`src/rtl/mlso_pkg.sv`:
```
// Package for the mip level size and offset block: widths, codes and limits.
`default_nettype none
package mlso_pkg;

  // Field and register widths
  localparam int unsigned DimW      = 15;
  localparam int unsigned KindW     = 2;
  localparam int unsigned PixW      = 5;
  localparam int unsigned LayCntW   = 12;
  localparam int unsigned LvlW      = 4;
  localparam int unsigned LayerW    = 11;
  localparam int unsigned FaceW     = 3;
  localparam int unsigned SizeW     = 47;
  localparam int unsigned OffW      = 60;
  localparam int unsigned CfgIdxW   = 4;
  localparam int unsigned CfgDataW  = 15;

  // Internal widths
  localparam int unsigned BlkW      = 14;  // ceil(width / 4) for a 15-bit width
  localparam int unsigned LineW     = 20;  // width * bytes per pixel
  localparam int unsigned LhW       = 35;  // line * effective height
  localparam int unsigned LhLoW     = 18;
  localparam int unsigned LhHiW     = LhW - LhLoW;
  localparam int unsigned VolW      = 50;  // line * height * depth before clamp
  localparam int unsigned IdxW      = 14;  // layer * faces + face
  localparam int unsigned SzLoW     = 24;
  localparam int unsigned SzHiW     = SizeW - SzLoW;
  localparam int unsigned OffSumW   = 61;

  // Limits
  localparam int unsigned MaxDimLog2 = 14;
  localparam logic [FaceW-1:0] CubeFaces = FaceW'(6);
  localparam logic [FaceW-1:0] FlatFaces = FaceW'(1);

  // Compression kinds
  typedef enum logic [KindW-1:0] {
    KIND_NONE = 2'd0,
    KIND_DXT1 = 2'd1,
    KIND_DXT3 = 2'd2,
    KIND_DXT5 = 2'd3
  } kind_t;

  // Configuration register indexes
  localparam logic [CfgIdxW-1:0] RegBaseWidth  = 4'd0;
  localparam logic [CfgIdxW-1:0] RegBaseHeight = 4'd1;
  localparam logic [CfgIdxW-1:0] RegBaseDepth  = 4'd2;
  localparam logic [CfgIdxW-1:0] RegKind       = 4'd3;
  localparam logic [CfgIdxW-1:0] RegPixBytes   = 4'd4;
  localparam logic [CfgIdxW-1:0] RegLayerCount = 4'd5;
  localparam logic [CfgIdxW-1:0] RegIsCube     = 4'd6;
  localparam logic [CfgIdxW-1:0] RegLevelCount = 4'd7;

  // Shift a base dimension down by the level, clamped to at least one
  function automatic logic [DimW-1:0] shrink(input logic [DimW-1:0] dim,
                                             input logic [LvlW-1:0] lvl);
    logic [DimW-1:0] v;
    v = dim >> lvl;
    return (v == '0) ? DimW'(1) : v;
  endfunction

  // Count of 4-pixel blocks covering a dimension
  function automatic logic [BlkW-1:0] blocks_of(input logic [DimW-1:0] n);
    logic [DimW:0] s;
    s = {1'b0, n} + (DimW+1)'(3);
    return s[DimW:2];
  endfunction

endpackage
`default_nettype wire

```
`src/rtl/mip_level_size_and_offset.sv`:
```
// Top level: pipelined mip level image size and sub-image byte offset.
`default_nettype none
// Each request beat (level, layer, face) yields one result beat with the image
// size of that mip level, the byte offset (layer * faces + face) * size, and a
// bad_index flag (size and offset read zero when it is set). The block takes
// one beat per cycle unless a result beat is held; the six register stages
// hold the dimension shrink, the line-times-height multiply, the depth multiply
// as two partial products, the clamped sum, the offset partial products and the
// clamped offset. A stall on a valid result beat freezes all stages and is passed
// back on in_stall in the same cycle. Configuration writes are taken at any
// time and are meant to happen while no beat is in flight.
module mip_level_size_and_offset (
  input  wire logic                          clk,
  input  wire logic                          rst,
  // Configuration
  input  wire logic                          cfg_write,
  input  wire logic [mlso_pkg::CfgIdxW-1:0]  cfg_index,
  input  wire logic [mlso_pkg::CfgDataW-1:0] cfg_data,
  // Request channel
  input  wire logic                          in_valid,
  output logic                               in_stall,
  input  wire logic [mlso_pkg::LvlW-1:0]     level,
  input  wire logic [mlso_pkg::LayerW-1:0]   layer,
  input  wire logic [mlso_pkg::FaceW-1:0]    face,
  // Result channel
  output logic                               out_valid,
  input  wire logic                          out_stall,
  output logic [mlso_pkg::SizeW-1:0]         level_size,
  output logic [mlso_pkg::OffW-1:0]          byte_offset,
  output logic                               bad_index
);

  // Configuration registers
  logic [mlso_pkg::DimW-1:0]    base_width;
  logic [mlso_pkg::DimW-1:0]    base_height;
  logic [mlso_pkg::DimW-1:0]    base_depth;
  mlso_pkg::kind_t              compression_kind;
  logic [mlso_pkg::PixW-1:0]    pixel_bytes;
  logic [mlso_pkg::LayCntW-1:0] layer_count;
  logic                         is_cube;
  logic [mlso_pkg::LvlW-1:0]    level_count;

  always_ff @(posedge clk) begin
    if (rst) begin
      base_width       <= mlso_pkg::DimW'(1);
      base_height      <= mlso_pkg::DimW'(1);
      base_depth       <= mlso_pkg::DimW'(1);
      compression_kind <= mlso_pkg::KIND_NONE;
      pixel_bytes      <= mlso_pkg::PixW'(4);
      layer_count      <= mlso_pkg::LayCntW'(1);
      is_cube          <= 1'b0;
      level_count      <= mlso_pkg::LvlW'(1);
    end else if (cfg_write) begin
      unique case (cfg_index)
        mlso_pkg::RegBaseWidth:  base_width  <= cfg_data[mlso_pkg::DimW-1:0];
        mlso_pkg::RegBaseHeight: base_height <= cfg_data[mlso_pkg::DimW-1:0];
        mlso_pkg::RegBaseDepth:  base_depth  <= cfg_data[mlso_pkg::DimW-1:0];
        mlso_pkg::RegKind:
          compression_kind <= mlso_pkg::kind_t'(cfg_data[mlso_pkg::KindW-1:0]);
        mlso_pkg::RegPixBytes:   pixel_bytes <= cfg_data[mlso_pkg::PixW-1:0];
        mlso_pkg::RegLayerCount: layer_count <= cfg_data[mlso_pkg::LayCntW-1:0];
        mlso_pkg::RegIsCube:     is_cube     <= cfg_data[0];
        mlso_pkg::RegLevelCount: level_count <= cfg_data[mlso_pkg::LvlW-1:0];
        default: ;
      endcase
    end
  end

  // Whole pipeline advances unless the result beat is held
  logic adv;
  assign adv      = !(out_valid && out_stall);
  assign in_stall = !adv;

  // Stage 1: range check, face index, shrunk dimensions, line size
  logic [mlso_pkg::FaceW-1:0]  faces;
  logic                        bad_c;
  logic [mlso_pkg::IdxW-1:0]   idx_c;
  logic [mlso_pkg::DimW-1:0]   w_c;
  logic [mlso_pkg::DimW-1:0]   h_c;
  logic [mlso_pkg::LineW-1:0]  line_c;
  logic [mlso_pkg::DimW-1:0]   effh_c;

  always_comb begin
    faces = is_cube ? mlso_pkg::CubeFaces : mlso_pkg::FlatFaces;
    bad_c = (level >= level_count) ||
            (mlso_pkg::LvlW'(mlso_pkg::MaxDimLog2) < level) ||
            ({1'b0, layer} >= layer_count) ||
            (face >= faces);
    if (is_cube) begin
      idx_c = (mlso_pkg::IdxW'(layer) << 2) + (mlso_pkg::IdxW'(layer) << 1) +
              mlso_pkg::IdxW'(face);
    end else begin
      idx_c = mlso_pkg::IdxW'(layer) + mlso_pkg::IdxW'(face);
    end
    w_c = mlso_pkg::shrink(base_width, level);
    h_c = mlso_pkg::shrink(base_height, level);
    unique case (compression_kind)
      mlso_pkg::KIND_NONE: begin
        line_c = mlso_pkg::LineW'(w_c) * mlso_pkg::LineW'(pixel_bytes);
        effh_c = h_c;
      end
      mlso_pkg::KIND_DXT1: begin
        line_c = mlso_pkg::LineW'(mlso_pkg::blocks_of(w_c)) << 3;
        effh_c = mlso_pkg::DimW'(mlso_pkg::blocks_of(h_c));
      end
      default: begin
        line_c = mlso_pkg::LineW'(mlso_pkg::blocks_of(w_c)) << 4;
        effh_c = mlso_pkg::DimW'(mlso_pkg::blocks_of(h_c));
      end
    endcase
  end

  logic                        v1, bad1;
  logic [mlso_pkg::IdxW-1:0]   idx1;
  logic [mlso_pkg::LineW-1:0]  line1;
  logic [mlso_pkg::DimW-1:0]   effh1;
  logic [mlso_pkg::DimW-1:0]   d1;

  always_ff @(posedge clk) begin
    if (rst) begin
      v1 <= 1'b0;
    end else if (adv) begin
      v1 <= in_valid;
    end
  end

  always_ff @(posedge clk) begin
    if (adv) begin
      bad1  <= bad_c;
      idx1  <= idx_c;
      line1 <= line_c;
      effh1 <= effh_c;
      d1    <= mlso_pkg::shrink(base_depth, level);
    end
  end

  // Stage 2: line times effective height
  logic                        v2, bad2;
  logic [mlso_pkg::IdxW-1:0]   idx2;
  logic [mlso_pkg::LhW-1:0]    lh2;
  logic [mlso_pkg::DimW-1:0]   d2;

  always_ff @(posedge clk) begin
    if (rst) begin
      v2 <= 1'b0;
    end else if (adv) begin
      v2 <= v1;
    end
  end

  always_ff @(posedge clk) begin
    if (adv) begin
      bad2 <= bad1;
      idx2 <= idx1;
      lh2  <= mlso_pkg::LhW'(line1) * mlso_pkg::LhW'(effh1);
      d2   <= d1;
    end
  end

  // Stage 3: depth multiply as two partial products
  localparam int unsigned PLoW = mlso_pkg::LhLoW + mlso_pkg::DimW;
  localparam int unsigned PHiW = mlso_pkg::LhHiW + mlso_pkg::DimW;

  logic                        v3, bad3;
  logic [mlso_pkg::IdxW-1:0]   idx3;
  logic [PLoW-1:0]             plo3;
  logic [PHiW-1:0]             phi3;

  always_ff @(posedge clk) begin
    if (rst) begin
      v3 <= 1'b0;
    end else if (adv) begin
      v3 <= v2;
    end
  end

  always_ff @(posedge clk) begin
    if (adv) begin
      bad3 <= bad2;
      idx3 <= idx2;
      plo3 <= PLoW'(lh2[mlso_pkg::LhLoW-1:0]) * PLoW'(d2);
      phi3 <= PHiW'(lh2[mlso_pkg::LhW-1:mlso_pkg::LhLoW]) * PHiW'(d2);
    end
  end

  // Stage 4: sum partial products and clamp the image size
  logic [mlso_pkg::VolW-1:0]   vol_c;
  logic [mlso_pkg::SizeW-1:0]  size_c;

  always_comb begin
    vol_c = mlso_pkg::VolW'(plo3) + (mlso_pkg::VolW'(phi3) << mlso_pkg::LhLoW);
    if (vol_c[mlso_pkg::VolW-1:mlso_pkg::SizeW] != '0) begin
      size_c = '1;
    end else begin
      size_c = vol_c[mlso_pkg::SizeW-1:0];
    end
  end

  logic                        v4, bad4;
  logic [mlso_pkg::IdxW-1:0]   idx4;
  logic [mlso_pkg::SizeW-1:0]  size4;

  always_ff @(posedge clk) begin
    if (rst) begin
      v4 <= 1'b0;
    end else if (adv) begin
      v4 <= v3;
    end
  end

  always_ff @(posedge clk) begin
    if (adv) begin
      bad4  <= bad3;
      idx4  <= idx3;
      size4 <= size_c;
    end
  end

  // Stage 5: offset multiply as two partial products
  localparam int unsigned QLoW = mlso_pkg::SzLoW + mlso_pkg::IdxW;
  localparam int unsigned QHiW = mlso_pkg::SzHiW + mlso_pkg::IdxW;

  logic                        v5, bad5;
  logic [mlso_pkg::SizeW-1:0]  size5;
  logic [QLoW-1:0]             qlo5;
  logic [QHiW-1:0]             qhi5;

  always_ff @(posedge clk) begin
    if (rst) begin
      v5 <= 1'b0;
    end else if (adv) begin
      v5 <= v4;
    end
  end

  always_ff @(posedge clk) begin
    if (adv) begin
      bad5  <= bad4;
      size5 <= size4;
      qlo5  <= QLoW'(size4[mlso_pkg::SzLoW-1:0]) * QLoW'(idx4);
      qhi5  <= QHiW'(size4[mlso_pkg::SizeW-1:mlso_pkg::SzLoW]) * QHiW'(idx4);
    end
  end

  // Stage 6: sum, clamp the offset, zero the fields of a bad request
  logic [mlso_pkg::OffSumW-1:0] off_c;
  logic [mlso_pkg::OffW-1:0]    offc_c;

  always_comb begin
    off_c = mlso_pkg::OffSumW'(qlo5) +
            (mlso_pkg::OffSumW'(qhi5) << mlso_pkg::SzLoW);
    if (off_c[mlso_pkg::OffSumW-1]) begin
      offc_c = '1;
    end else begin
      offc_c = off_c[mlso_pkg::OffW-1:0];
    end
  end

  always_ff @(posedge clk) begin
    if (rst) begin
      out_valid <= 1'b0;
    end else if (adv) begin
      out_valid <= v5;
    end
  end

  always_ff @(posedge clk) begin
    if (adv) begin
      bad_index   <= bad5;
      level_size  <= bad5 ? '0 : size5;
      byte_offset <= bad5 ? '0 : offc_c;
    end
  end

endmodule
`default_nettype wire

```
`config.mk`:
```
export PLATFORM = sky130hd
export DESIGN_NAME = mip_level_size_and_offset
export DESIGN_NICKNAME = d
export VERILOG_FILES = /design/src/rtl/mlso_pkg.sv /design/src/rtl/mip_level_size_and_offset.sv
export SDC_FILE = /design/constraint.sdc
export NUM_CORES = 2
export LEC_CHECK = 0
export BUFFER_PORTS_ARGS = -buffer_cell sky130_fd_sc_hd__clkbuf_2
export CAP_MARGIN = 20
export CELL_PAD_IN_SITES_DETAIL_PLACEMENT = 0
export CELL_PAD_IN_SITES_GLOBAL_PLACEMENT = 1
export CORE_ASPECT_RATIO = 1.75
export CORE_MARGIN = 8
export CORE_UTILIZATION = 52
export CTS_CLUSTER_SIZE = 12
export DETAILED_ROUTE_END_ITERATION = 8
export HOLD_SLACK_MARGIN = 0.12
export PLACE_DENSITY_LB_ADDON = 0.1
export SLEW_MARGIN = 20
export SYNTH_ARGS = -nofsm -noshare
export SYNTH_HDL_FRONTEND = slang
export SYNTH_SLANG_ARGS = --single-unit
```
`constraint.sdc`:
```
create_clock -name clk -period 20 [get_ports clk]
set_input_delay 3 -clock clk [delete_from_list [all_inputs] [get_ports clk]]
set_output_delay 3 -clock clk [all_outputs]
set_load 0.1 [all_outputs]
```
# After elaboration in Yosys (flattened, before gate mapping)
# Index checks and enable logic that the tools add are counted.
op_classes:
  add_sub_neg: 7
  multipliers: 6
  order_cmp: 4
  n_eq_ne: 8
  shift: 3
  n_mux: 7
  n_reduce_logical: 18
ops:
  columns: ["cell", "n"]
  rows:
  - ["38-bit by 61-bit adder with 61-bit output", 1]
  - ["60-bit 2-to-1 mux", 1]
  - ["33-bit by 50-bit adder with 50-bit output", 1]
  - ["15-bit zero test", 3]
  - ["15-bit by 4-bit >> shifter with 15-bit output", 3]
  - ["20-bit case mux with 2 select lines", 1]
  - ["24-bit by 14-bit multiplier with 38-bit output", 1]
  - ["23-bit by 14-bit multiplier with 37-bit output", 1]
  - ["20-bit by 15-bit multiplier with 35-bit output", 1]
  - ["18-bit by 15-bit multiplier with 33-bit output", 1]
  - ["15-bit by 2-bit adder with 16-bit output (second input constant)", 2]
  - ["17-bit by 15-bit multiplier with 32-bit output", 1]
  - ["15-bit 2-to-1 mux", 2]
  - ["14-bit 2-to-1 mux", 2]
  - ["15-bit by 5-bit multiplier with 20-bit output", 1]
  - ["4-bit by 3-bit == test with 1-bit output (second input constant)", 4]
  - ["2-bit AND reduction", 8]
  - ["13-bit by 12-bit adder with 14-bit output", 1]
  - ["14-bit by 3-bit adder with 14-bit output", 1]
  - ["11-bit by 3-bit adder with 12-bit output", 1]
  - ["11-bit by 12-bit >= comparator with 1-bit output", 1]
  - ["4-bit by 2-bit == test with 1-bit output (second input constant)", 2]
  - ["4-bit by 1-bit == test with 1-bit output (second input constant)", 1]
  - ["4-bit >= comparator", 1]
  - ["9 further kinds", 11]
totals:
  regBits: 578
  input_bits: 42
  output_inout_bits: 110
  elab_cells: 91

# Longest topological paths before layout
depth:
  ltp_word: 5
  ltp_mapped: 27
  ltp_nobuf: 24

# Worst setup path before layout
# Ideal clock, no wire load.
synth_timing:
  path_kind: "input port to output port"
  startpoint: "input port out_stall"
  endpoint: "output port in_stall"
  arrival_ps: 18940
  required_time_ps: 17000
  path_slack_ps: -1940
  path_stages: 2
  path_buffers: 0
  path_cell_list: "nand2_1 inv_1"
synth_via:
  elab_chain_len: 1
synth_rtl:
  columns: ["element", "line", "source"]
  rows:
  - ["from (decl)", "mip_level_size_and_offset.sv:27", "input wire logic out_stall,"]
  - ["1-bit logical AND", "mip_level_size_and_offset.sv:71", "assign adv = !(out_valid && out_stall);"]
  - ["to (decl)", "mip_level_size_and_offset.sv:21", "output logic in_stall,"]
# Every way passes these cells.

# Worst setup path in the final report
layout_timing:
  startpoint: "input port level[2] (netlist name)"
  endpoint: "register line1[19] (netlist name) (data pin)"
layout_via:
  elab_chain_len: 5
layout_rtl:
  columns: ["element", "line", "source"]
  rows:
  - ["from (decl)", "mip_level_size_and_offset.sv:22", "input wire logic [mlso_pkg::LvlW-1:0] level,"]
  - ["15-bit by 4-bit >> shifter with 15-bit output (*)", "mlso_pkg.sv:57", "v = dim >> lvl;"]
  - ["15-bit zero test", "mlso_pkg.sv:58", "return (v == '0) ? DimW'(1) : v;"]
  - ["15-bit 2-to-1 mux (*)", "mlso_pkg.sv:58", null]
  - ["15-bit by 5-bit multiplier with 20-bit output (*)", "mip_level_size_and_offset.sv:99", "line_c = mlso_pkg::LineW'(w_c) * mlso_pkg::LineW'(pixel_bytes);"]
  - ["20-bit case mux with 2 select lines (*)", "mip_level_size_and_offset.sv:97", "unique case (compression_kind)"]
  - ["via line_c (one bit)", "mip_level_size_and_offset.sv:80", "logic [mlso_pkg::LineW-1:0] line_c;"]
  - ["to (signal assigned)", "mip_level_size_and_offset.sv:131", "line1 <= line_c;"]
  - ["to (decl)", "mip_level_size_and_offset.sv:115", "logic [mlso_pkg::LineW-1:0] line1;"]
# The timed path passes the listed nets; every way through them passes the cells marked *.
# A chain may end at the register's enable or synchronous reset.

==> impl_metrics.env <==
export IMPL_path_delay_family="compound AO/OA/AOI/OAI gates"
export IMPL_finalCritPeriodShare_pct=50.0
export IMPL_share_of_synthesized_flip_flops_with_an_asynchronous_set_or_reset_pct=0
export IMPL_crit_top_cell="fa_1"
export IMPL_worstSetupStartpointType="primary input"
export IMPL_min_delay_path_class="reg2reg"
export IMPL_synth_area_um2=74200
export IMPL_path_cells="clkbuf_2 -> clkinv_1 -> buf_4 -> mux2i_1 -> o22ai_1 -> nor4_1 -> a31oi_1 -> nand2b_1 -> fa_1 -> fa_1 -> fa_1 -> inv_1 -> ha_1 -> a21oi_1 -> o21a_1 -> nor3_1 -> nor3_1 -> o41ai_1 -> a311oi_1 -> a21oi_1 -> xor2_1 -> nor2_1"
export IMPL_switching_power_mw=2.08
export IMPL_cts_reportedPaths_clkPinSlew_ns=0.06
export IMPL_ir_worst_vdd_uv=126
export IMPL_worst_skew_pair_late_latency_ns=0.68
export IMPL_wire_length_of_the_first_global_routing_pass_mm=293
export IMPL_timing_clock_skew_ns=0.0265
export IMPL_timing_critical_path_fanout_max=28
export IMPL_cts_repair_timing_setup_buffer_count=0
export IMPL_synth_cells=7544
export IMPL_synth_top_area_share_pct=32.0
export IMPL_grt_antenna_before_repair=1
export IMPL_initial_core_util_pct=52.3
export IMPL_critPathMaxStageDelay_ns=0.85
export IMPL_setup_violations=0
export IMPL_floorplan_core_area_um2=142000
export IMPL_timing_critical_path_buf_inv=4
export IMPL_clock_tree_from_tritoncts="done"
export IMPL_hold_depth=0
export IMPL_global_route_usage_total_pct=23.5
export IMPL_power_sequential_fraction_pct=32.2
export IMPL_die_w_um=302
export IMPL_drt_iter0_markers=1964
export IMPL_cts_buffer_depth=3
export IMPL_hpwl_after_dpl_mm=140
export IMPL_clk_root_buffer_cell="clkbuf_16"
export IMPL_routedWlPerCell_um=19.0
export IMPL_grt_ovfl_total=0
export IMPL_portBuffers=151
export IMPL_row_count=183
export IMPL_hold_end="idx4[7]"
export IMPL_data_required_critical_path_ns=20.41
export IMPL_worst_r2r_setup_slack_ns=12.45
export IMPL_wirelength_mm=178
export IMPL_postSynthRegisterBits=578
export IMPL_proportion_of_layout_cells_with_a_drive_suffix_above_1_pct=4.99
export IMPL_layout_area_overhead_vs_synth_pct=5.55
export IMPL_power_switching_fraction_pct=40.2
export IMPL_ys_warnings_count=0
export IMPL_max_cap_viol_count=0
export IMPL_finalWeightedCongestion=0.885
export IMPL_synth_yosys_seq_area_share_pct=22.4
export IMPL_synth_avg_cell_area_um2=9.84
export IMPL_intPower_mw=3.09
export IMPL_first_global_vias=56500
export IMPL_post_cts_resize_count=0
export IMPL_rsz_0062_raised_after_global_routing="no"
export IMPL_finalHoldViolations=0
export IMPL_tritoncts_num_buffers=61
export IMPL_clock_sink_count=578
export IMPL_worstMarginPinSlew_ns=1.12
export IMPL_antenna_violating_nets_post_route=0
export IMPL_dominantRegCellSynth="edfxtp_1"
export IMPL_grt_max_degree=87
export IMPL_power_density_nw_per_um2=66.0
export IMPL_combinationalPowerShare_pct=46.6
export IMPL_critical_path_slowest_cell="o22ai_1"
export IMPL_drc_errors=0
export IMPL_total_power_mw=5.17
export IMPL_status="finished clean"
export IMPL_die_h_um=516
export IMPL_fin_crit_ns=9.99
export IMPL_detailedRoute_firstPassIterationCount=5
export IMPL_yosys_area_top_type="fa_1"
export IMPL_finalNetCount=9303
export IMPL_min_from="idx3[7]"
export IMPL_max_slew_headroom_pct=25.4
export IMPL_reg2reg_depth=21
export IMPL_timing_setup_critical_path_class="in2reg"
export IMPL_io_pin_count=152
export IMPL_worstReg2RegStart="size4[8]"
export IMPL_crit_arrival_ns=10.41
export IMPL_synth_edf_count=503
export IMPL_detailroute_via_count=50800
export IMPL_die_area_um2=156000
export IMPL_synthesis_nets=9365
export IMPL_synth_distinct_cells=92
export IMPL_slew_viol_final=0
export IMPL_cts_hold_buf=0
export IMPL_critPathCaptureType="flip-flop"
export IMPL_leakagePower_nw=37.9
export IMPL_cts_htree_levels=2
export IMPL_yosys_top_cells_area="fa_1 (32%), edfxtp_1 (20%), ha_1 (10%)"
export IMPL_timing_fmax_ghz=0.100
export IMPL_clockPowerShare_pct=21.2
export IMPL_via_per_inst=5.42
export IMPL_totalNegativeSetupSlack_ns=0
export IMPL_reg2reg_to="qlo5[36]"
[cells by family after synthesis]
logic type / share of synthesized area (%)
AOI/OAI and AO/OA: 6.12
xor gates and xnor gates: 2.87
adders and majority gates: 42.0
buffers and inverters: 8.77
DFF: 22.4
muxes: 2.10
and+or+nand+nor: 15.8
[cell usage in the layout (no fill, tap or decap), types with 7 or more instances in the layout]
cell type and count:
inv_1 1358, fa_1 1185, nand2_1 1074, and2_1 701
ha_1 594, edfxtp_1 503, a21oi_1 277, nor2_1 250
xnor2_1 173, clkbuf_2 153, o21ai_0 115, nor2b_1 91
a21o_1 89, mux2i_1 83, dfxtp_1 75, buf_4 70
xor2_1 69, nor3_1 63, clkbuf_16 63, nand2b_1 52
nand3_1 49, a211oi_1 32, o21a_1 30, mux4_2 28
and3_1 27, o21bai_1 25, nand4_1 20, a31oi_1 17
or3_1 16, a211o_1 14, a21boi_0 12, o22ai_1 12
nor3b_1 10, o31ai_1 10, clkbuf_1 10, or2_2 8
nand3b_1 8, a311oi_1 7, clkinv_2 7
[how the worst max path moves through the flow]
stage               startpoint   endpoint  slack [ns]  cells past startpoint
finish                level[2]  line1[19]       10.01                     22
floorplan            out_stall   in_stall        4.86                      2
global route          level[2]  line1[19]        9.60                     22
CTS                   level[2]  line1[19]       10.00                     22
detailed placement    level[2]  line1[19]        9.28                     22
global placement      level[2]  line1[19]        9.32                     22
[state kept, by name, summed over array words and instances (netlist names), 20 cells and up]
| register | flops |
|---|---|
| plo3 | 33 |
| qhi5 | 37 |
| byte_offset | 60 |
| size4 | 47 |
| line1 | 20 |
| size5 | 47 |
| lh2 | 35 |
| qlo5 | 38 |
| phi3 | 32 |
| level_size | 47 |
[routing by layer]
| layer | GRT usage [%] | up-vias | wire length [µm] |
|---|---|---|---|
| met3 | 1.70 | 458 | 4390 |
| li1 | - | 23400 | - |
| met2 | 47.6 | 947 | 101000 |
| met4 | 10.5 | 0 | 8970 |
| met1 | 24.2 | 26000 | 63600 |
| met5 | 0 | - | 0 |
[synthesized netlist by cell type, types with 89 or more instances]
cell type / count
a21o_1: 89
a21oi_1: 277
and2_1: 701
clkbuf_1: 317
edfxtp_1: 503
fa_1: 1185
ha_1: 594
inv_1: 1358
nand2_1: 1075
nor2_1: 250
nor2b_1: 91
o21ai_0: 115
xnor2_1: 174
[through the flow]
step | setup WS, ns | hold WS, ns | cell area [µm²] | utilization (%) | instances
5_1_grt | 9.60 | 0.418 | 78300 | 55.2 | 9370
3_5_place_dp | 9.28 | 0.405 | 76400 | 53.8 | 9268
3_3_place_gp | 9.32 | 0.402 | 76400 | 53.8 | 9268
6_report | 10.01 | 0.411 | 78300 | 55.2 | 9370
4_1_cts | 10.00 | 0.415 | 78300 | 55.2 | 9368
2_1_floorplan | 4.86 | 0.400 | 74200 | - | 7544
[layout make-up]
cell class	instances	area, µm²
Fill cell	13100	63600
Multi-Input combinational cell	5258	51100
Sequential cell	578	16600
Inverter	1361	5110
Tap cell	1850	2310
Clock buffer	78	1660
Timing Repair Buffer	222	1290
Clock inverter	22	220
Antenna cell	1	2.50
[power by group through the flow]
| stage | clock network (mW) | registers [mW] | logic, mW |
|---|---|---|---|
| floorplan | 0 | 1.61 | 1.86 |
| global route | 1.16 | 1.68 | 2.77 |
| CTS | 1.13 | 1.66 | 2.45 |
| detailed placement | 0 | 1.69 | 2.43 |
| global placement | 0 | 1.68 | 2.39 |
| finish | 1.09 | 1.66 | 2.41 |
Power figures use the tool's default switching activity.
